===== config.mk =====
export PLATFORM = sky130hd
export DESIGN_NAME = rotary_encoder_setpoint_knob
export DESIGN_NICKNAME = d
export VERILOG_FILES = /design/src/rek_pkg.sv /design/src/rek_cfg.sv /design/src/rek_step.sv /design/src/rotary_encoder_setpoint_knob.sv
export SDC_FILE = /design/constraint.sdc
export NUM_CORES = 1
export LEC_CHECK = 0
export BUFFER_PORTS_ARGS = -buffer_cell sky130_fd_sc_hd__buf_2
export CELL_PAD_IN_SITES_DETAIL_PLACEMENT = 0
export CELL_PAD_IN_SITES_GLOBAL_PLACEMENT = 1
export CORE_MARGIN = 4
export CORE_UTILIZATION = 42
export DETAILED_ROUTE_END_ITERATION = 10
export GPL_TIMING_DRIVEN = 0
export PLACE_DENSITY_LB_ADDON = 0.1
export SLEW_MARGIN = 20
export SYNTH_ARGS = -nofsm -noshare
export SYNTH_HDL_FRONTEND = slang
export SYNTH_SLANG_ARGS = --single-unit

===== constraint.sdc =====
create_clock -name clk -period 6.8 [get_ports clk]
set_input_delay 0.68 -clock clk [delete_from_list [all_inputs] [get_ports clk]]
set_output_delay 0.68 -clock clk [all_outputs]
set_load 0.05 [all_outputs]

===== src/rek_pkg.sv =====
// Shared types, register codes and the encoder phase table for the setpoint knob.
package rek_pkg;

	localparam int unsigned VALUE_W = 32;
	localparam int unsigned STEP_W  = 16;
	localparam int unsigned CFG_IDX_W  = 3;
	localparam int unsigned CFG_DATA_W = 32;
	localparam int unsigned IN_TDATA_W  = 8;
	localparam int unsigned OUT_TDATA_W = 40;

	typedef enum logic [CFG_IDX_W-1:0] {
		REG_VALUE_MIN   = 3'd0,
		REG_VALUE_MAX   = 3'd1,
		REG_STEP_SIZE   = 3'd2,
		REG_WRAP        = 3'd3,
		REG_SWAP        = 3'd4,
		REG_START_VALUE = 3'd5
	} reg_idx_t;

	typedef enum logic [1:0] {
		DETENT_NONE = 2'd0,
		DETENT_CW   = 2'd1,
		DETENT_CCW  = 2'd2
	} detent_t;

	localparam logic [7:0] DIR_CW_FLAG  = 8'h10;
	localparam logic [7:0] DIR_CCW_FLAG = 8'h20;
	localparam logic [7:0] PHASE_MASK   = 8'h0f;

	localparam logic signed [VALUE_W-1:0] VALUE_MIN_RST = 32'sd0;
	localparam logic signed [VALUE_W-1:0] VALUE_MAX_RST = 32'sd90000;
	localparam logic [STEP_W-1:0]         STEP_RST      = 16'd100;
	localparam logic signed [VALUE_W-1:0] START_RST     = 32'sd0;

	// Full-step table; the unused phase code repeats the start row.
	localparam logic [7:0] PHASE_TABLE [8][4] = '{
		'{8'h00, 8'h02, 8'h04, 8'h00},
		'{8'h03, 8'h00, 8'h01, 8'h10},
		'{8'h03, 8'h02, 8'h00, 8'h00},
		'{8'h03, 8'h02, 8'h01, 8'h00},
		'{8'h06, 8'h00, 8'h04, 8'h00},
		'{8'h06, 8'h05, 8'h00, 8'h20},
		'{8'h06, 8'h05, 8'h04, 8'h00},
		'{8'h00, 8'h02, 8'h04, 8'h00}
	};

	typedef struct packed {
		logic signed [VALUE_W-1:0] value_min;
		logic signed [VALUE_W-1:0] value_max;
		logic [STEP_W-1:0]         step_size;
		logic                      wrap_at_limits;
		logic                      swap_direction;
		logic signed [VALUE_W-1:0] start_value;
		logic                      start_load;
	} cfg_t;

	typedef struct packed {
		logic [2:0] phase;
		detent_t    detent;
	} phase_step_t;

	function automatic phase_step_t phase_lookup(input logic [2:0] phase, input logic [1:0] pins);
		logic [7:0]  entry;
		phase_step_t r;
		entry = PHASE_TABLE[phase][pins];
		r.phase = entry[2:0] & PHASE_MASK[2:0];
		if ((entry & DIR_CW_FLAG) != 8'h00) begin
			r.detent = DETENT_CW;
		end else if ((entry & DIR_CCW_FLAG) != 8'h00) begin
			r.detent = DETENT_CCW;
		end else begin
			r.detent = DETENT_NONE;
		end
		return r;
	endfunction

endpackage


===== src/rek_cfg.sv =====
// Configuration register file of the setpoint knob.
module rek_cfg (
	input  logic                            clk,
	input  logic                            arst_n,
	input  logic                            cfg_we,
	input  logic [rek_pkg::CFG_IDX_W-1:0]   cfg_idx,
	input  logic [rek_pkg::CFG_DATA_W-1:0]  cfg_data,
	output rek_pkg::cfg_t                   cfg
);

	logic signed [rek_pkg::VALUE_W-1:0] value_min_q;
	logic signed [rek_pkg::VALUE_W-1:0] value_max_q;
	logic [rek_pkg::STEP_W-1:0]         step_size_q;
	logic                               wrap_q;
	logic                               swap_q;

	always_ff @(posedge clk or negedge arst_n) begin
		if (!arst_n) begin
			value_min_q   <= rek_pkg::VALUE_MIN_RST;
			value_max_q   <= rek_pkg::VALUE_MAX_RST;
			step_size_q   <= rek_pkg::STEP_RST;
			wrap_q        <= 1'b0;
			swap_q        <= 1'b0;
		end else if (cfg_we) begin
			case (rek_pkg::reg_idx_t'(cfg_idx))
				rek_pkg::REG_VALUE_MIN:   value_min_q   <= cfg_data;
				rek_pkg::REG_VALUE_MAX:   value_max_q   <= cfg_data;
				rek_pkg::REG_STEP_SIZE:   step_size_q   <= cfg_data[rek_pkg::STEP_W-1:0];
				rek_pkg::REG_WRAP:        wrap_q        <= cfg_data[0];
				rek_pkg::REG_SWAP:        swap_q        <= cfg_data[0];
				// the preset only matters at the write, where it loads the setpoint
				rek_pkg::REG_START_VALUE: begin
				end
				default: begin
				end
			endcase
		end
	end

	always_comb begin
		cfg.value_min      = value_min_q;
		cfg.value_max      = value_max_q;
		cfg.step_size      = step_size_q;
		cfg.wrap_at_limits = wrap_q;
		cfg.swap_direction = swap_q;
		// the preset goes straight to the setpoint in the same edge as the write
		cfg.start_value    = cfg_data;
		cfg.start_load     = cfg_we && (cfg_idx == rek_pkg::REG_START_VALUE);
	end

endmodule


===== src/rek_step.sv =====
// Phase table step and bounded setpoint move for one pin sample.
module rek_step (
	input  rek_pkg::cfg_t                       cfg,
	input  logic [2:0]                          phase,
	input  logic signed [rek_pkg::VALUE_W-1:0]  value,
	input  logic [1:0]                          pins,
	input  logic                                clear_value,
	output logic [2:0]                          next_phase,
	output logic signed [rek_pkg::VALUE_W-1:0]  next_value,
	output rek_pkg::detent_t                    detent,
	output logic                                changed
);

	rek_pkg::phase_step_t ps;
	logic                 up;
	logic signed [33:0]   value_x;
	logic signed [33:0]   step_x;
	logic signed [33:0]   cand;
	logic signed [33:0]   min_x;
	logic signed [33:0]   max_x;
	logic                 in_range;
	logic signed [rek_pkg::VALUE_W-1:0] moved;

	always_comb begin
		ps         = rek_pkg::phase_lookup(phase, pins);
		next_phase = ps.phase;
		detent     = ps.detent;
		up         = (ps.detent == rek_pkg::DETENT_CW) ^ cfg.swap_direction;
		value_x    = {{2{value[rek_pkg::VALUE_W-1]}}, value};
		step_x     = {18'd0, cfg.step_size};
		min_x      = {{2{cfg.value_min[rek_pkg::VALUE_W-1]}}, cfg.value_min};
		max_x      = {{2{cfg.value_max[rek_pkg::VALUE_W-1]}}, cfg.value_max};
		cand       = up ? (value_x + step_x) : (value_x - step_x);
		in_range   = (cand >= min_x) && (cand <= max_x);
		if (ps.detent == rek_pkg::DETENT_NONE) begin
			moved = value;
		end else if (in_range) begin
			moved = cand[rek_pkg::VALUE_W-1:0];
		end else if (cfg.wrap_at_limits) begin
			moved = up ? cfg.value_min : cfg.value_max;
		end else begin
			moved = value;
		end
		next_value = clear_value ? '0 : moved;
		changed    = (next_value != value);
	end

endmodule


===== src/rotary_encoder_setpoint_knob.sv =====
// Top level of the quadrature rotary encoder setpoint knob.
//
//  channel | direction | handshake           | payload (low bit up)
//  --------+-----------+---------------------+----------------------------------------
//  s_*     | in        | s_tvalid / s_tready | pin_pair[1:0], clear_value
//  m_*     | out       | m_tvalid / m_tready | setpoint[31:0], detent[1:0], changed
//  cfg_*   | in        | cfg_we (no wait)    | cfg_idx selects register, cfg_data value
//
// One request per cycle sustained while results are taken; each passes the input
// register s1 and the result register s2. The loop through the phase table and the
// 34-bit add and limit compare is combinational on the encoder and setpoint state.
// Reset clears the phase to start and loads the setpoint with the start preset (0).
// A stalled result holds in s2 while s1 keeps the next request; input stalls only when
// both are full. Writing start_value loads the setpoint in the same edge.
module rotary_encoder_setpoint_knob (
	input  logic                              clk,
	input  logic                              arst_n,
	input  logic                              s_tvalid,
	output logic                              s_tready,
	input  logic [rek_pkg::IN_TDATA_W-1:0]    s_tdata,   // pin_pair[1:0], clear_value[2]
	output logic                              m_tvalid,
	input  logic                              m_tready,
	output logic [rek_pkg::OUT_TDATA_W-1:0]   m_tdata,   // setpoint[31:0], detent[33:32], changed[34]
	input  logic                              cfg_we,
	input  logic [rek_pkg::CFG_IDX_W-1:0]     cfg_idx,
	input  logic [rek_pkg::CFG_DATA_W-1:0]    cfg_data
);

	rek_pkg::cfg_t cfg;

	// input stage
	logic       valid_s1;
	logic [1:0] pins_s1;
	logic       clear_s1;

	// result stage
	logic                               valid_s2;
	logic signed [rek_pkg::VALUE_W-1:0] setpoint_s2;
	rek_pkg::detent_t                   detent_s2;
	logic                               changed_s2;

	// knob state
	logic [2:0]                         phase_q;
	logic signed [rek_pkg::VALUE_W-1:0] setpoint_q;

	logic                               in_fire;
	logic                               s1_fire;
	logic [2:0]                         next_phase;
	logic signed [rek_pkg::VALUE_W-1:0] next_value;
	rek_pkg::detent_t                   detent;
	logic                               changed;

	rek_cfg u_cfg (
		.clk      (clk),
		.arst_n   (arst_n),
		.cfg_we   (cfg_we),
		.cfg_idx  (cfg_idx),
		.cfg_data (cfg_data),
		.cfg      (cfg)
	);

	rek_step u_step (
		.cfg         (cfg),
		.phase       (phase_q),
		.value       (setpoint_q),
		.pins        (pins_s1),
		.clear_value (clear_s1),
		.next_phase  (next_phase),
		.next_value  (next_value),
		.detent      (detent),
		.changed     (changed)
	);

	// advance s1 into s2 whenever s2 is empty or being drained
	assign s1_fire  = valid_s1 && (!valid_s2 || m_tready);
	assign s_tready = !valid_s1 || s1_fire;
	assign in_fire  = s_tvalid && s_tready;

	always_ff @(posedge clk or negedge arst_n) begin
		if (!arst_n) begin
			valid_s1 <= 1'b0;
			valid_s2 <= 1'b0;
		end else begin
			if (in_fire) begin
				valid_s1 <= 1'b1;
			end else if (s1_fire) begin
				valid_s1 <= 1'b0;
			end
			if (s1_fire) begin
				valid_s2 <= 1'b1;
			end else if (m_tready) begin
				valid_s2 <= 1'b0;
			end
		end
	end

	// capture the request payload
	always_ff @(posedge clk) begin
		if (in_fire) begin
			pins_s1  <= s_tdata[1:0];
			clear_s1 <= s_tdata[2];
		end
	end

	// hold the result until taken
	always_ff @(posedge clk) begin
		if (s1_fire) begin
			setpoint_s2 <= next_value;
			detent_s2   <= detent;
			changed_s2  <= changed;
		end
	end

	// knob state: a preset write wins, otherwise advance on each processed sample
	always_ff @(posedge clk or negedge arst_n) begin
		if (!arst_n) begin
			phase_q    <= 3'd0;
			setpoint_q <= rek_pkg::START_RST;
		end else if (cfg.start_load) begin
			setpoint_q <= cfg.start_value;
		end else if (s1_fire) begin
			phase_q    <= next_phase;
			setpoint_q <= next_value;
		end
	end

	assign m_tvalid = valid_s2;
	assign m_tdata  = {5'd0, changed_s2, detent_s2, setpoint_s2};

	// the unused phase code is never entered
	a_phase_legal: assert property (@(posedge clk) disable iff (!arst_n)
		phase_q != 3'd7)
		else $error("encoder phase reached unused code");

	// detent code three never leaves the block
	a_detent_legal: assert property (@(posedge clk) disable iff (!arst_n)
		valid_s2 |-> (detent_s2 != 2'd3))
		else $error("illegal detent code in result");

	// no detent and no clear leaves the setpoint untouched
	a_hold_idle: assert property (@(posedge clk) disable iff (!arst_n)
		(s1_fire && !cfg.start_load && (detent == rek_pkg::DETENT_NONE) && !clear_s1)
		|=> (setpoint_q == $past(setpoint_q)))
		else $error("setpoint moved without detent");

	// clear forces zero
	a_clear_zero: assert property (@(posedge clk) disable iff (!arst_n)
		(s1_fire && !cfg.start_load && clear_s1) |=> (setpoint_q == '0))
		else $error("clear did not zero setpoint");

endmodule


After elaboration in Yosys (flattened, before gate mapping)
Memory sizes are Yosys's and may differ from the RTL's.
Cells that the tools add are included.
- register bits: 157
- bits in latches: 0
- bits in writable memories: 0
- memory bits (read-only): 256
- bits of input ports: 48
- output and inout port bits: 42
- word-level logic and storage cells: 70
- memories: 1
- $add $sub $neg: 2
- multipliers: 0
- divide/modulo/power cells: 0
- $lt $le $gt $ge: 4
- equal/unequal tests: 7
- shift operators: 0
- muxes and demuxes: 19
- bitwise logic cells: 4
- reductions and logical operators: 19
- memory list (memory ; words ; width ; read ports ; clocked after memory_dff ; write ports ; line ; RTL):
    (name not given) ; 8 ; 32 ; 1 ; 0 ; 0 ; rek_pkg.sv:65 ; entry = PHASE_TABLE[phase][pins];
- operators with widths (cell ; count):
    32-bit 2-to-1 mux ; 9
    34-bit by 32-bit >= comparator with 1-bit output ; 1
    34-bit by 32-bit <= comparator with 1-bit output ; 1
    34-bit 2-to-1 mux ; 1
    32-bit by 17-bit adder with 33-bit output ; 1
    32-bit by 17-bit subtractor with 33-bit output ; 1
    32-bit != test ; 1
    8-bit binary-select mux with 2-bit select ; 1
    6-bit 2-to-1 mux ; 2
    2-bit AND reduction ; 6
    3-bit by 2-bit equality test with 1-bit output, second input constant ; 2
    3-bit equality test, second input constant ; 2
    2-bit nonzero test ; 3
    4-bit >= comparator, second input constant ; 1
    1-bit logical AND ; 4
    1-bit 2-to-1 mux ; 4
    2-bit 2-to-1 mux ; 2
    3-bit inverter with 4-bit output ; 1
    3-bit by 1-bit equality test with 1-bit output, second input constant ; 1
    3-bit >= comparator, second input constant ; 1
    3-bit logical NOT ; 1
    2-bit inverter with 3-bit output ; 1
    2-bit by 1-bit equality test with 1-bit output, second input constant ; 1
    1-bit logical NOT ; 2
    other kinds (4) ; 5

Depth between registers and ports, before layout
Gate-level depths: netlist of run 1.
- depth in word-level cells: 19
- mapped depth: 39
- gate-level depth less buffers: 32

Hierarchy
A second synthesis of run 1 with hierarchy kept.
- cells, all modules: 1492
- area, all modules: 13395.3 um^2
- modules (own cells, without submodules) (module ; times used ; cells an instance ; area an instance (um^2) ; seq. area each (um^2)):
    rek_step ; 1 ; 1036 ; 6696.4 ; 0.0
    rek_cfg ; 1 ; 213 ; 3613.5 ; 2067.0
    rotary_encoder_setpoint_knob ; 1 ; 243 ; 3085.5 ; 2067.0

Worst setup path after synthesis of run 1
No wires, ideal clock.
- path kind: flip-flop to flip-flop
- start point: reg phase_q[0]
- end point: reg changed_s2 (data pin)
- setup time: 0.266 ns
- arrival: 7.136 ns
- required time: 6.534 ns
- slack: -0.603 ns
- stages on the path, launching flop included: 36
- path buffers: 6
- clock period less this slack: 7.403 ns
- cells stage by stage: dfrtp_1 ha_1 and4b_1 buf_2 xnor2_2 buf_2 clkbuf_1 buf_1 o21ai_0 fa_1 a211oi_2 o211ai_2 a31o_2 a2111oi_4 nor2_2 a31oi_1 nor2_1 o21ai_0 nand2b_1 a21oi_1 xnor2_1 ha_1 nand3_1 or4_1 nor2_1 o2bb2ai_1 nor3_1 o211a_1 buf_2 buf_2 a311oi_1 a41oi_1 a2111oi_4 nand4_1 nor2_1 o21ai_1
- elaborated cells between the ends (all ways): 22
- classes of those cells: 2 x order compare; 2 x eq/ne; 13 x mux; 2 x bitwise; 2 x reduce/logical; 1 x memory
- RTL lines (item ; line ; RTL):
    start, declared ; rotary_encoder_setpoint_knob.sv:43 ; logic [2:0] phase_q;
    start signal, assigned ; rotary_encoder_setpoint_knob.sv:122 ; phase_q <= next_phase;
    3-bit inverter with 4-bit output (not written as such) * ; rek_pkg.sv:65 ;
    memory 8 x 32 bit * ; - ;
    32-bit 2-to-1 mux (not written as such) * (2 in series) ; rek_pkg.sv:65 ;
    8-bit binary-select mux with 2-bit select * ; rek_pkg.sv:65 ;
    6-bit 2-to-1 mux (not written as such) * (2 in series) ; rek_pkg.sv:65 ;
    2-bit 2-to-1 mux * ; rek_pkg.sv:67 ; if ((entry & DIR_CW_FLAG) != 8'h00) begin
    named net detent[0] ; rotary_encoder_setpoint_knob.sv:50 ; rek_pkg::detent_t detent;
    2-bit by 1-bit equality test with 1-bit output ; rek_step.sv:28 ; up = (ps.detent == rek_pkg::DETENT_CW) ^ cfg.swap_direction;
    1-bit bitwise XOR ; rek_step.sv:28 ;
    34-bit 2-to-1 mux ; rek_step.sv:33 ; cand = up ? (value_x + step_x) : (value_x - step_x);
    34-bit by 32-bit >= comparator with 1-bit output / 34-bit by 32-bit <= comparator with 1-bit output (equally long branches) ; rek_step.sv:34 ; in_range = (cand >= min_x) && (cand <= max_x);
    1-bit logical AND ; rek_step.sv:34 ;
    32-bit 2-to-1 mux ; rek_step.sv:37 ; end else if (in_range) begin
    32-bit 2-to-1 mux * ; rek_step.sv:35 ; if (ps.detent == rek_pkg::DETENT_NONE) begin
    32-bit 2-to-1 mux * ; rek_step.sv:44 ; next_value = clear_value ? '0 : moved;
    32-bit != test * ; rek_step.sv:45 ; changed = (next_value != value);
    named net changed ; rotary_encoder_setpoint_knob.sv:51 ; logic changed;
    end signal, assigned ; rotary_encoder_setpoint_knob.sv:110 ; changed_s2 <= changed;
    end, declared ; rotary_encoder_setpoint_knob.sv:40 ; logic changed_s2;
Mark *: on every way through the listed nets, which the timed path passes. The rest lies on a longest branch. The select of a mux whose other input is x is not followed.
A chain may end at the register's enable or synchronous reset.

Worst setup path in the final report of run 1
- start point: reg phase_q[1]
- end point: reg changed_s2 (data pin)
Same word-level chain as after synthesis.

==> results of run 1 <==
-- final cells by class --
type,instances,share of cell area (%)
Tap cell,384,3.02
Sequential cell,157,26.0
Buffer,80,3.27
Inverter,106,2.50
Clock inverter,14,0.873
Timing Repair Buffer,176,7.93
Clock buffer,18,2.70
Multi-Input combinational cell,1133,53.7
-- per-stage QoR --
stage,std cells,util (%)
after global placement,1947,46.2
after global routing,2068,55.1
after floorplan,1484,-
final,2068,55.1
after CTS,2041,52.8
after detailed placement,1949,46.4
-- cells by family (layout without fill, tap and decap cells) --
kind of cell / after synthesis / in the layout / synth area share [%]
xor+xnor: 43 / 43 / 3.18
mux: 70 / 70 / 5.96
compound gates: 460 / 460 / 23.5
simple gates: 451 / 451 / 16.9
fa+ha+maj: 104 / 104 / 10.6
buf+inv: 194 / 394 / 6.32
flops: 157 / 157 / 33.5
other cells: 1 / 5 / 0.0304
-- routing by layer --
metal,GRT usage (%),up-vias
met5,0,-
met4,10.8,0
met3,5.29,123
met2,52.7,531
met1,47.3,6210
li1,-,5731
-- timing repair --
item | 4_1_cts | 5_1_grt
pin swaps | 59 | 71
cloned | 3 | 0
buffers inserted | 62 | 33
resized for setup | 166 | 97
endpoints found under the setup margin | 65 | 65
-- state kept, by name, summed over array words and instances (netlist names) --
signal and cells:
u_cfg.swap_q 1, valid_s1 1, u_cfg.step_size_q 16, phase_q 3, u_cfg.value_min_q 32, setpoint_s2 32
pins_s1 2, u_cfg.value_max_q 32, u_cfg.wrap_q 1, changed_s2 1, m_tvalid 1, setpoint_q 32
clear_s1 1, detent_s2 2
-- worst reg2reg max path: cells and delay by family, from the launching register on --
kind | cells | cell delay (ns)
XOR/XNOR | 3 | 0.55
AO/OA/AOI/OAI | 13 | 2.70
buffers and inverters | 7 | 0.93
multiplexers | 1 | 0.18
AND/OR/NAND/NOR | 10 | 1.83
adder cells (fa/ha/maj) | 3 | 0.84
flip-flops | 1 | 0.36
-- how the worst max path moves through the flow --
stage | to | cells after the start | slack, ns | from
finish | changed_s2 | 37 | -0.72 | phase_q[1]
global route | changed_s2 | 35 | -0.92 | u_cfg.step_size_q[5]
CTS | changed_s2 | 34 | -0.63 | u_cfg.step_size_q[5]
detailed placement | changed_s2 | 31 | -2.23 | phase_q[1]
global placement | changed_s2 | 29 | -2.29 | u_cfg.step_size_q[7]
floorplan | changed_s2 | 35 | 0.08 | phase_q[0]
-- placed cells by master (no fill, tap or decap), drive strengths merged, types with 33 or more instances in the layout --
cell type / Yosys / routed
ha: 103 / 103
nand2: 142 / 142
a211oi: 33 / 33
mux2i: 43 / 43
inv: 106 / 112
o21ai: 115 / 115
clkbuf: 55 / 66
buf: 33 / 208
a21oi: 167 / 167
dfrtp: 107 / 107
nor2: 157 / 157
nand3: 33 / 33
edfxtp: 38 / 38
-- synth_stat cells (all sizes together), types with 5 or more instances --
cell type  number  area, um^2
a2111oi         7        98.8
a211oi         33         280
a21o           16         121
a21oi         167         847
a22oi          11        82.6
a31oi           9        56.3
and2            7        43.8
and3            7        43.8
buf            33         175
clkbuf         55         206
dfrtp         107        2680
dfstp          12         315
edfxtp         38        1140
ha            103        1290
inv           106         398
mux2           27         304
mux2i          43         430
nand2         142         533
nand2b          9        56.3
nand3          33         165
nand4          21         146
nor2          157         592
nor2b           6        37.5
nor3           22         110
nor3b           5        37.5
nor4           13        81.3
o2111ai         5        43.8
o211ai          9        72.6
o21a            6        45.0
o21ai         115         576
o221a           5        56.3
o22ai          21         131
o31ai           9        67.6
or2             5        31.3
or4             7        56.3
xnor2          31         279
xor2           12         113
-- power groups by stage --
| stage | Combinational, mW | Clock (mW) | Sequential [mW] |
|---|---|---|---|
| floorplan | 3.45 | 0 | 1.39 |
| global placement | 5.11 | 0 | 1.38 |
| detailed placement | 5.12 | 0 | 1.38 |
| CTS | 6.63 | 0.988 | 1.36 |
| global route | 8.06 | 1.03 | 1.40 |
| finish | 7.65 | 0.979 | 1.38 |
==> summary.txt, run 1 <==
Status: finished, violations left
Failing checks: negative setup slack
Internal Dissipation: 5.01 mW
Min-delay worst type: input port to async pin
Routed met2 length: 24200 um
Startpoint types: flop
First-pass GRT wire length: 78100 um
DR WL/cell: 26.1 um
Highest Clock Rate: 133 MHz
Avg Cell Area, Syn: 8.33 um^2
CP Max Fanout: 8
Synth async-reset ratio: 75.8%
Core area: 28900 um^2
Worst-Margin Slew: 1.18 ns
Crit path max-delay cell type: or4_4
Antenna-violating nets left: 0
Gp weighted congestion: 1.01
Buf/Inv on CP: 7
Primary FF master, synth: dfrtp_1
TritonCTS clock tree: built
Fin. Hold Viols: 0
Setup Skew: 0.0164 ns
CP Data Arrival Time: 7.80 ns
Relative slew slack: 21.5%
Combinational fraction of design power: 76.4%
Placed Area: 13400 um^2
Pin count of the biggest net entering global routing: 71
Share of total power in the clock network: 9.8%
Total of max-cap violations: 0
Vias in the first global route: 12.1k
Routed wl met3: 3620 um
CTS buffer count: 17
Via count: 12.6k
Setup TNS: -22.91 ns
Clk buf depth: 2
Sequential share of the synthesized area: 33.5%
Post-Synthesis Cell Area: 12300 um^2
# rows: 62
Cell mode on critical path: o21ai_1
DP Wirelength: 40300 um
Worst-path clk slew: 0.07 ns
Layout cells sized above 1: 26.4%
Reg2Reg Setup Slack: -0.72 ns
Overall Power: 10.0 mW
Hold_ws: 0.130 ns
Part of the power in registers: 13.8%
RSZ-0062 raised after global routing: yes
ANT cells: 0
Final nets: 1823
Post-synth EDFFs: 38
Worst Path Required: 7.08 ns
Fillers: 2804
DR pass1 iterations: 8
Finished Cell Area: 15900 um^2
Final Max Slew Viols: 0
Post-synthesis instance total: 1480
Clk sinks: 157
Detailed Route WL: 53900 um
Clock root buffer: clkbuf_16
Grt total ovfl: 0
Reg2reg start: phase_q[1]
Footprint of the multi-input gates: 8540 um^2
Max Used Layer: met4
Vias per inst: 6.09
Static Leak: 6.70 nW
# IOs: 90
Seq. cell area: 4140 um^2
Ys Warns: 0
Max stage delay on crit path: 0.57 ns
DRT iter0 DRCs: 1219
#FFs+latches synth: 157
R2r endpoint: changed_s2
Initial Util: 42.7%
Synth cell types: 84
Synthesis-to-finish area growth: 29.0%
Power Density: 629 nW/um^2
Crit path max-delay family: compound AO/OA/AOI/OAI gates
Hold_buf cts: 0
Die Height: 179 um
Final worst slack: -0.717 ns
Initial antenna violation count: 1
DRC: 0
Die footprint: 32200 um^2
Switch Pwr: 5.00 mW
CTS H-tree lvls: 4
DIE WIDTH: 179 um
Setup crit end kind: flop
Final setup fails: 64
FF-to-FF path depth: 37
Setup slack at placement: -2.23 ns
Final period utilization: 111%
Port Buf Inserts: 79
M1 wire length: 24200 um
Clk_lat worst skew: 0.45 ns
Max IR drop VDD: 0.380 mV
Fin crit period: 7.52 ns
Crit path kind: flop to flop
Tot GR Track Use: 33.4%
Switching Share: 50.0%
No activity file was read; power rests on OpenSTA's default activity.
==> run 2, diff against run 1 <==
--- a/config.mk
+++ b/config.mk
@@ -9,7 +9,7 @@
 export CELL_PAD_IN_SITES_DETAIL_PLACEMENT = 0
 export CELL_PAD_IN_SITES_GLOBAL_PLACEMENT = 1
 export CORE_MARGIN = 4
-export CORE_UTILIZATION = 42
+export CORE_UTILIZATION = 47
 export DETAILED_ROUTE_END_ITERATION = 10
 export GPL_TIMING_DRIVEN = 0
 export PLACE_DENSITY_LB_ADDON = 0.1
==> constraint.sdc (replaced) <==
create_clock -name clk -period 7.6 [get_ports clk]
set_input_delay 0.76 -clock clk [delete_from_list [all_inputs] [get_ports clk]]
set_output_delay 0.76 -clock clk [all_outputs]
set_load 0.05 [all_outputs]
==> summary.txt, run 2 (synthesized netlist as in run 1, its figures left out) <==
Detailed Route WL: 50400 um (was 53900 um)
DR WL/cell: 25.7 um (was 26.1 um)
Total of max-cap violations: 0 (unchanged)
R2r endpoint: changed_s2 (unchanged)
ANT cells: 0 (unchanged)
Switch Pwr: 4.06 mW (was 5.00 mW)
CP Max Fanout: 8 (unchanged)
Final Max Slew Viols: 0 (unchanged)
Final nets: 1768 (was 1823)
CTS buffer count: 17 (unchanged)
Clock root buffer: clkbuf_16 (unchanged)
Combinational fraction of design power: 72.6% (was 76.4%)
Die Height: 170 um (was 179 um)
Cell mode on critical path: buf_4 (was o21ai_1)
Tot GR Track Use: 34.5% (was 33.4%)
Final Core Density: 57.2% (was 55.1%)
Fin crit period: 7.47 ns (was 7.52 ns)
Highest Clock Rate: 134 MHz (was 133 MHz)
Die footprint: 28900 um^2 (was 32200 um^2)
First-pass GRT wire length: 74600 um (was 78100 um)
TritonCTS clock tree: built (unchanged)
Finished Cell Area: 14800 um^2 (was 15900 um^2)
RSZ-0062 raised after global routing: yes (unchanged)
DIE WIDTH: 170 um (was 179 um)
Part of the power in registers: 15.9% (was 13.8%)
Max IR drop VDD: 0.323 mV (was 0.380 mV)
# IOs: 90 (unchanged)
Status: completed (was finished, violations left)
DP Wirelength: 38500 um (was 40300 um)
CP Data Arrival Time: 7.64 ns (was 7.80 ns)
Power Density: 522 nW/um^2 (was 629 nW/um^2)
Crit path max-delay cell type: or4_4 (unchanged)
Fin. Hold Viols: 0 (unchanged)
Final period utilization: 98.3% (was 111%)
Layout cells sized above 1: 20.6% (was 26.4%)
Setup TNS: 0 ns (was -22.91 ns)
Placed Area: 13200 um^2 (was 13400 um^2)
Share of total power in the clock network: 11.5% (was 9.8%)
Setup Skew: 0.0206 ns (was 0.0164 ns)
# rows: 59 (was 62)
Clk_lat worst skew: 0.46 ns (was 0.45 ns)
Gp weighted congestion: 1.01 (about the same)
Clk sinks: 157 (unchanged)
CTS H-tree lvls: 4 (unchanged)
Pin count of the biggest net entering global routing: 71 (unchanged)
Placed cell count: 1900 (was 1949)
Most common cell after layout, fill and taps aside: a21oi_1 (unchanged)
Crit path kind: flop to flop (unchanged)
Overall Power: 7.73 mW (was 10.0 mW)
Most frequent cells in the layout: a21oi_1, nor2_1, nand2_1 (was a21oi_1, nand2_1, nor2_1)
Initial Util: 47.6% (was 42.7%)
Worst-Margin Slew: 1.13 ns (was 1.18 ns)
Worst-path clk slew: 0.08 ns (was 0.07 ns)
Vias per inst: 6.28 (was 6.09)
Via count: 12.3k (was 12.6k)
Clk buf depth: 2 (unchanged)
Worst Path Required: 7.77 ns (was 7.08 ns)
Hold_buf cts: 0 (unchanged)
Internal Dissipation: 3.67 mW (was 5.01 mW)
Grt total ovfl: 0 (unchanged)
Initial antenna violation count: 1 (unchanged)
Final setup fails: 0 (was 64)
Startpoint types: flop (unchanged)
Reg2reg start: u_cfg.step_size_q[4] (was phase_q[1])
Synthesis-to-finish area growth: 20.1% (was 29.0%)
Vias in the first global route: 11.9k (was 12.1k)
Fillers: 2443 (was 2804)
Setup crit end kind: flop (unchanged)
Switching Share: 52.5% (was 50.0%)
Core area: 25900 um^2 (was 28900 um^2)
FF-to-FF path depth: 33 (was 37)
DRT iter0 DRCs: 1478 (was 1219)
Final cell count without fillers: 1964 (was 2068)
Port Buf Inserts: 79 (unchanged)
DR pass1 iterations: 6 (was 8)
Min-delay worst type: input port to async pin (unchanged)
DRC: 0 (unchanged)
Relative slew slack: 24.3% (was 21.5%)
Reg2Reg Setup Slack: 0.13 ns (was -0.72 ns)
Static Leak: 6.28 nW (was 6.70 nW)
Antenna-violating nets left: 0 (unchanged)
Max stage delay on crit path: 0.61 ns (was 0.57 ns)
run 2: layout make-up:
cell class                 count  area [um^2]  area share [%]
multi-input combinational   1133         8080            54.5
sequential                   157         4140            27.9
timing repair buffer         121          741            5.00
buffer                        80          448            3.02
clock buffer                  17          425            2.87
tap                          335          419            2.83
inverter                     106          398            2.69
clock inverter                15          171            1.16
run 2: worst max-delay path by stage:
| stage | depth (start not counted) | slack [ns] | end | from |
|---|---|---|---|---|
| 5_1_grt | 34 | -0.12 | changed_s2 | u_cfg.step_size_q[4] |
| 6_report | 33 | 0.13 | changed_s2 | u_cfg.step_size_q[4] |
| 2_1_floorplan | 35 | 0.20 | changed_s2 | phase_q[0] |
| 3_5_place_dp | 34 | -2.41 | changed_s2 | phase_q[1] |
| 4_1_cts | 35 | 0.01 | changed_s2 | phase_q[0] |
| 3_3_place_gp | 31 | -2.40 | changed_s2 | phase_q[0] |
run 2: worst max-delay path: cells and delay by family, from the launching register on:
| family | cells | cell delay (ns) |
|---|---|---|
| AOI/OAI and AO/OA | 10 | 1.94 |
| buffers and inverters | 7 | 1.02 |
| and+or+nand+nor | 12 | 2.58 |
| DFF | 1 | 0.43 |
| adders and majority gates | 2 | 0.71 |
| xor gates and xnor gates | 2 | 0.48 |
run 2: metrics by stage:
stage                     hold WS, ns  setup WS, ns
final                           0.244         0.130
after global routing            0.282        -0.123
after CTS                       0.268        0.0145
after detailed placement        0.477         -2.41
after global placement          0.465         -2.40
after floorplan                 0.449         0.197
run 2: metal layers:
| metal | vias to the layer above | wire, um | track usage [%] | part of all wire (%) |
|---|---|---|---|---|
| met5 | - | 70 | 1.51 | 0.14 |
| met4 | 4 | 1790 | 9.86 | 3.5 |
| met3 | 127 | 4420 | 6.92 | 8.8 |
| met2 | 602 | 22600 | 54.3 | 45 |
| met1 | 5985 | 21600 | 48.3 | 43 |
| li1 | 5624 | - | - | - |
run 2: what timing repair did:
item / 4_1_cts / 5_1_grt
setup buffers: 12 / 28
resized for setup: 66 / 90
cloned: 0 / 0
setup endpoints to repair: 65 / 59
pin swaps: 10 / 41
run 2: power groups by stage:
stage	clock [mW]	sequential [mW]	combinational, mW
final	0.890	1.23	5.61
after detailed placement	0	1.23	4.49
after global routing	0.935	1.24	5.96
after floorplan	0	1.24	3.05
after global placement	0	1.23	4.46
after CTS	0.896	1.22	4.79
==> run 3, diff against run 2 <==
--- a/config.mk
+++ b/config.mk
@@ -5,15 +5,15 @@
 export SDC_FILE = /design/constraint.sdc
 export NUM_CORES = 1
 export LEC_CHECK = 0
+export ABC_AREA = 1
 export BUFFER_PORTS_ARGS = -buffer_cell sky130_fd_sc_hd__buf_2
 export CELL_PAD_IN_SITES_DETAIL_PLACEMENT = 0
 export CELL_PAD_IN_SITES_GLOBAL_PLACEMENT = 1
 export CORE_MARGIN = 4
-export CORE_UTILIZATION = 47
+export CORE_UTILIZATION = 45
 export DETAILED_ROUTE_END_ITERATION = 10
 export GPL_TIMING_DRIVEN = 0
 export PLACE_DENSITY_LB_ADDON = 0.1
-export SLEW_MARGIN = 20
 export SYNTH_ARGS = -nofsm -noshare
 export SYNTH_HDL_FRONTEND = slang
 export SYNTH_SLANG_ARGS = --single-unit
==> summary.txt, run 3 <==
Switch Pwr: 3.48 mW (was 4.06 mW)
Max IR drop VDD: 0.230 mV (was 0.323 mV)
Hold_ws: 0.228 ns (was 0.244 ns)
CTS buffer count: 17 (unchanged)
Final setup fails: 0 (unchanged)
DIE WIDTH: 176 um (was 170 um)
CP Max Fanout: 10 (was 8)
#FFs+latches synth: 157 (unchanged)
Post-Synthesis Cell Area: 12700 um^2 (was 12300 um^2)
RSZ-0062 raised after global routing: no (was yes)
Power Density: 439 nW/um^2 (was 522 nW/um^2)
Crit path kind: flop to flop (unchanged)
Tot GR Track Use: 30.9% (was 34.5%)
Internal Dissipation: 2.79 mW (was 3.67 mW)
DR WL/cell: 20.0 um (was 25.7 um)
Status: completed (unchanged)
Synth async-reset ratio: 75.8% (unchanged)
Combinational fraction of design power: 66.8% (was 72.6%)
Antenna-violating nets left: 0 (unchanged)
Most frequent cells in the layout: nand2_1, inv_1, o21ai_0 (was a21oi_1, nor2_1, nand2_1)
Core area: 27800 um^2 (was 25900 um^2)
Layout cells sized above 1: 9.87% (was 20.6%)
ANT cells: 0 (unchanged)
Most numerous cell in the Yosys netlist: nand2_1 (was a21oi_1)
Clk buf depth: 2 (unchanged)
Worst-Margin Slew: 1.16 ns (was 1.13 ns)
Vias in the first global route: 11.9k (about the same)
Startpoint types: flop (unchanged)
Top cell types by occurrence after synthesis: nand2_1, inv_1, o21ai_0 (was a21oi_1, nor2_1, nand2_1)
Worst Path Required: 7.80 ns (was 7.77 ns)
Most common cell after layout, fill and taps aside: nand2_1 (was a21oi_1)
Synth top area share: 21.1% (was 21.7%)
Max stage delay on crit path: 0.38 ns (was 0.61 ns)
Via count: 12.6k (was 12.3k)
Port Buf Inserts: 79 (unchanged)
Share of total power in the clock network: 14.3% (was 11.5%)
Avg Cell Area, Syn: 6.75 um^2 (was 8.33 um^2)
CTS H-tree lvls: 4 (unchanged)
Final Core Density: 51.3% (was 57.2%)
Switching Share: 55.5% (was 52.5%)
Sequential share of the synthesized area: 32.6% (was 33.5%)
Worst-path clk slew: 0.07 ns (was 0.08 ns)
DR pass1 iterations: 6 (unchanged)
TritonCTS clock tree: built (unchanged)
Pin count of the biggest net entering global routing: 76 (was 71)
Synth area leader: dfrtp_1 (unchanged)
# rows: 61 (was 59)
Post-synthesis instance total: 1875 (was 1480)
Synth cell types: 42 (was 84)
Final nets: 2135 (was 1768)
Clk sinks: 157 (unchanged)
Gp weighted congestion: 0.990 (was 1.01)
Die Height: 176 um (was 170 um)
Primary FF master, synth: dfrtp_1 (unchanged)
Die footprint: 30900 um^2 (was 28900 um^2)
Synthesis-to-finish area growth: 12.6% (was 20.1%)
Min-delay worst type: input port to async pin (unchanged)
Grt total ovfl: 0 (unchanged)
Post-synth EDFFs: 38 (unchanged)
Setup Skew: 0.0167 ns (was 0.0206 ns)
Fin crit period: 7.15 ns (was 7.47 ns)
Setup crit end kind: flop (unchanged)
Initial Util: 45.6% (was 47.6%)
Cell mode on critical path: nand2_1 (was buf_4)
Relative slew slack: 22.6% (was 24.3%)
# IOs: 90 (unchanged)
Part of the power in registers: 18.9% (was 15.9%)
Clk_lat worst skew: 0.45 ns (was 0.46 ns)
Vias per inst: 5.32 (was 6.28)
Main area contributors after synthesis: dfrtp_1, nand2_1, ha_1 (was dfrtp_1, ha_1, edfxtp_1)
Crit path max-delay cell type: dfrtp_1 (was or4_4)
Final period utilization: 94.1% (was 98.3%)
DRC: 0 (unchanged)
Buf/Inv on CP: 5 (was 7)
Total of max-cap violations: 0 (unchanged)
Finished Cell Area: 14300 um^2 (was 14800 um^2)
Detailed Route WL: 47500 um (was 50400 um)
Placed Area: 13600 um^2 (was 13200 um^2)
Highest Clock Rate: 140 MHz (was 134 MHz)
Final Max Slew Viols: 0 (unchanged)
First-pass GRT wire length: 71700 um (was 74600 um)
Crit path max-delay family: simple AND/OR/NAND/NOR gates (unchanged)
Initial antenna violation count: 0 (was 1)
DRT iter0 DRCs: 971 (was 1478)
Final worst slack: 0.450 ns (was 0.130 ns)
Clock root buffer: clkbuf_16 (unchanged)
CP Data Arrival Time: 7.35 ns (was 7.64 ns)
DP Wirelength: 36700 um (was 38500 um)
Fin. Hold Viols: 0 (unchanged)
Static Leak: 7.48 nW (was 6.28 nW)
Ys Warns: 0 (unchanged)
Setup slack at placement: -0.0741 ns (was -2.41 ns)
==> run 3: cell count changes in the layout (fill, tap and decap cells not counted), sizes merged, moves of 14 or more <==
| cell | previous run | this run |
|---|---|---|
| a211oi | 33 | 0 |
| a21oi | 167 | 93 |
| buf | 152 | 113 |
| inv | 112 | 304 |
| mux2 | 27 | 0 |
| mux2i | 43 | 0 |
| nand2 | 142 | 629 |
| nand3 | 33 | 138 |
| nor2 | 157 | 111 |
| o211ai | 9 | 45 |
| o21ai | 115 | 135 |
| xnor2 | 31 | 7 |
| xor2 | 12 | 26 |
==> run 3: cell families after synthesis <==
family	share of synthesized area, %
AND/OR/NAND/NOR	29.9
buffers and inverters	11.5
AO/OA/AOI/OAI	13.3
flip-flops	32.6
adder cells (fa/ha/maj)	10.3
XOR/XNOR	2.28
other	0.0296
==> run 3: layout make-up <==
type	count	area [um^2]
Inverter	299	1120
Sequential cell	157	4130
Clock inverter	12	126
Tap cell	378	473
Multi-Input combinational cell	1357	7120
Clock buffer	20	468
Buffer	66	337
Fill cell	2944	13500
Timing Repair Buffer	85	487
==> run 3: worst paths after layout <==
path                                       from  cells past startpoint                    end  slack (ns)
setup / recovery                     phase_q[1]                     39             changed_s2        0.45
hold / removal                           arst_n                      1  u_cfg.value_min_q[17]        0.23
setup reg to reg                     phase_q[1]                     39             changed_s2        0.45
hold reg to reg            u_cfg.value_min_q[3]                      2   u_cfg.value_min_q[3]        0.49
max in group asynchronous                arst_n                      2   u_cfg.value_max_q[4]        6.56
min in group clk                     s_tdata[1]                      1             pins_s1[1]        0.48
==> run 3: through the flow <==
| step | power, mW | setup TNS (ns) | std cells |
|---|---|---|---|
| after CTS | 6.20 | 0 | 2370 |
| final | 6.26 | 0 | 2374 |
| after detailed placement | 5.28 | -0.0741 | 2338 |
| after floorplan | 3.94 | 0 | 1879 |
| after global placement | 5.24 | -0.118 | 2336 |
| after global routing | 6.80 | 0 | 2374 |
==> run 3: per-layer routing <==
metal / share of wire [%] / GRT usage [%] / vias up
met5: 0 / 0 / -
met2: 45 / 49.3 / 445
met1: 44 / 41.9 / 5901
li1: - / - / 6216
met4: 3.9 / 11.2 / 0
met3: 7.6 / 6.13 / 75
==> run 3: repair_timing <==
| action | in CTS | in global routing |
|---|---|---|
| gates resized for setup | 1 | 9 |
| hold buffers | 0 | 0 |
| hold endpoints to repair | 0 | 0 |
| pin swaps | 0 | 1 |
| setup endpoints to repair | 1 | 1 |
| buffers inserted | 0 | 4 |
==> run 3: power groups by stage <==
stage	registers (mW)	clock network, mW	logic, mW
after global routing	1.20	0.947	4.65
after floorplan	1.25	0	2.69
after CTS	1.18	0.911	4.11
after detailed placement	1.19	0	4.09
after global placement	1.19	0	4.05
final	1.18	0.897	4.18
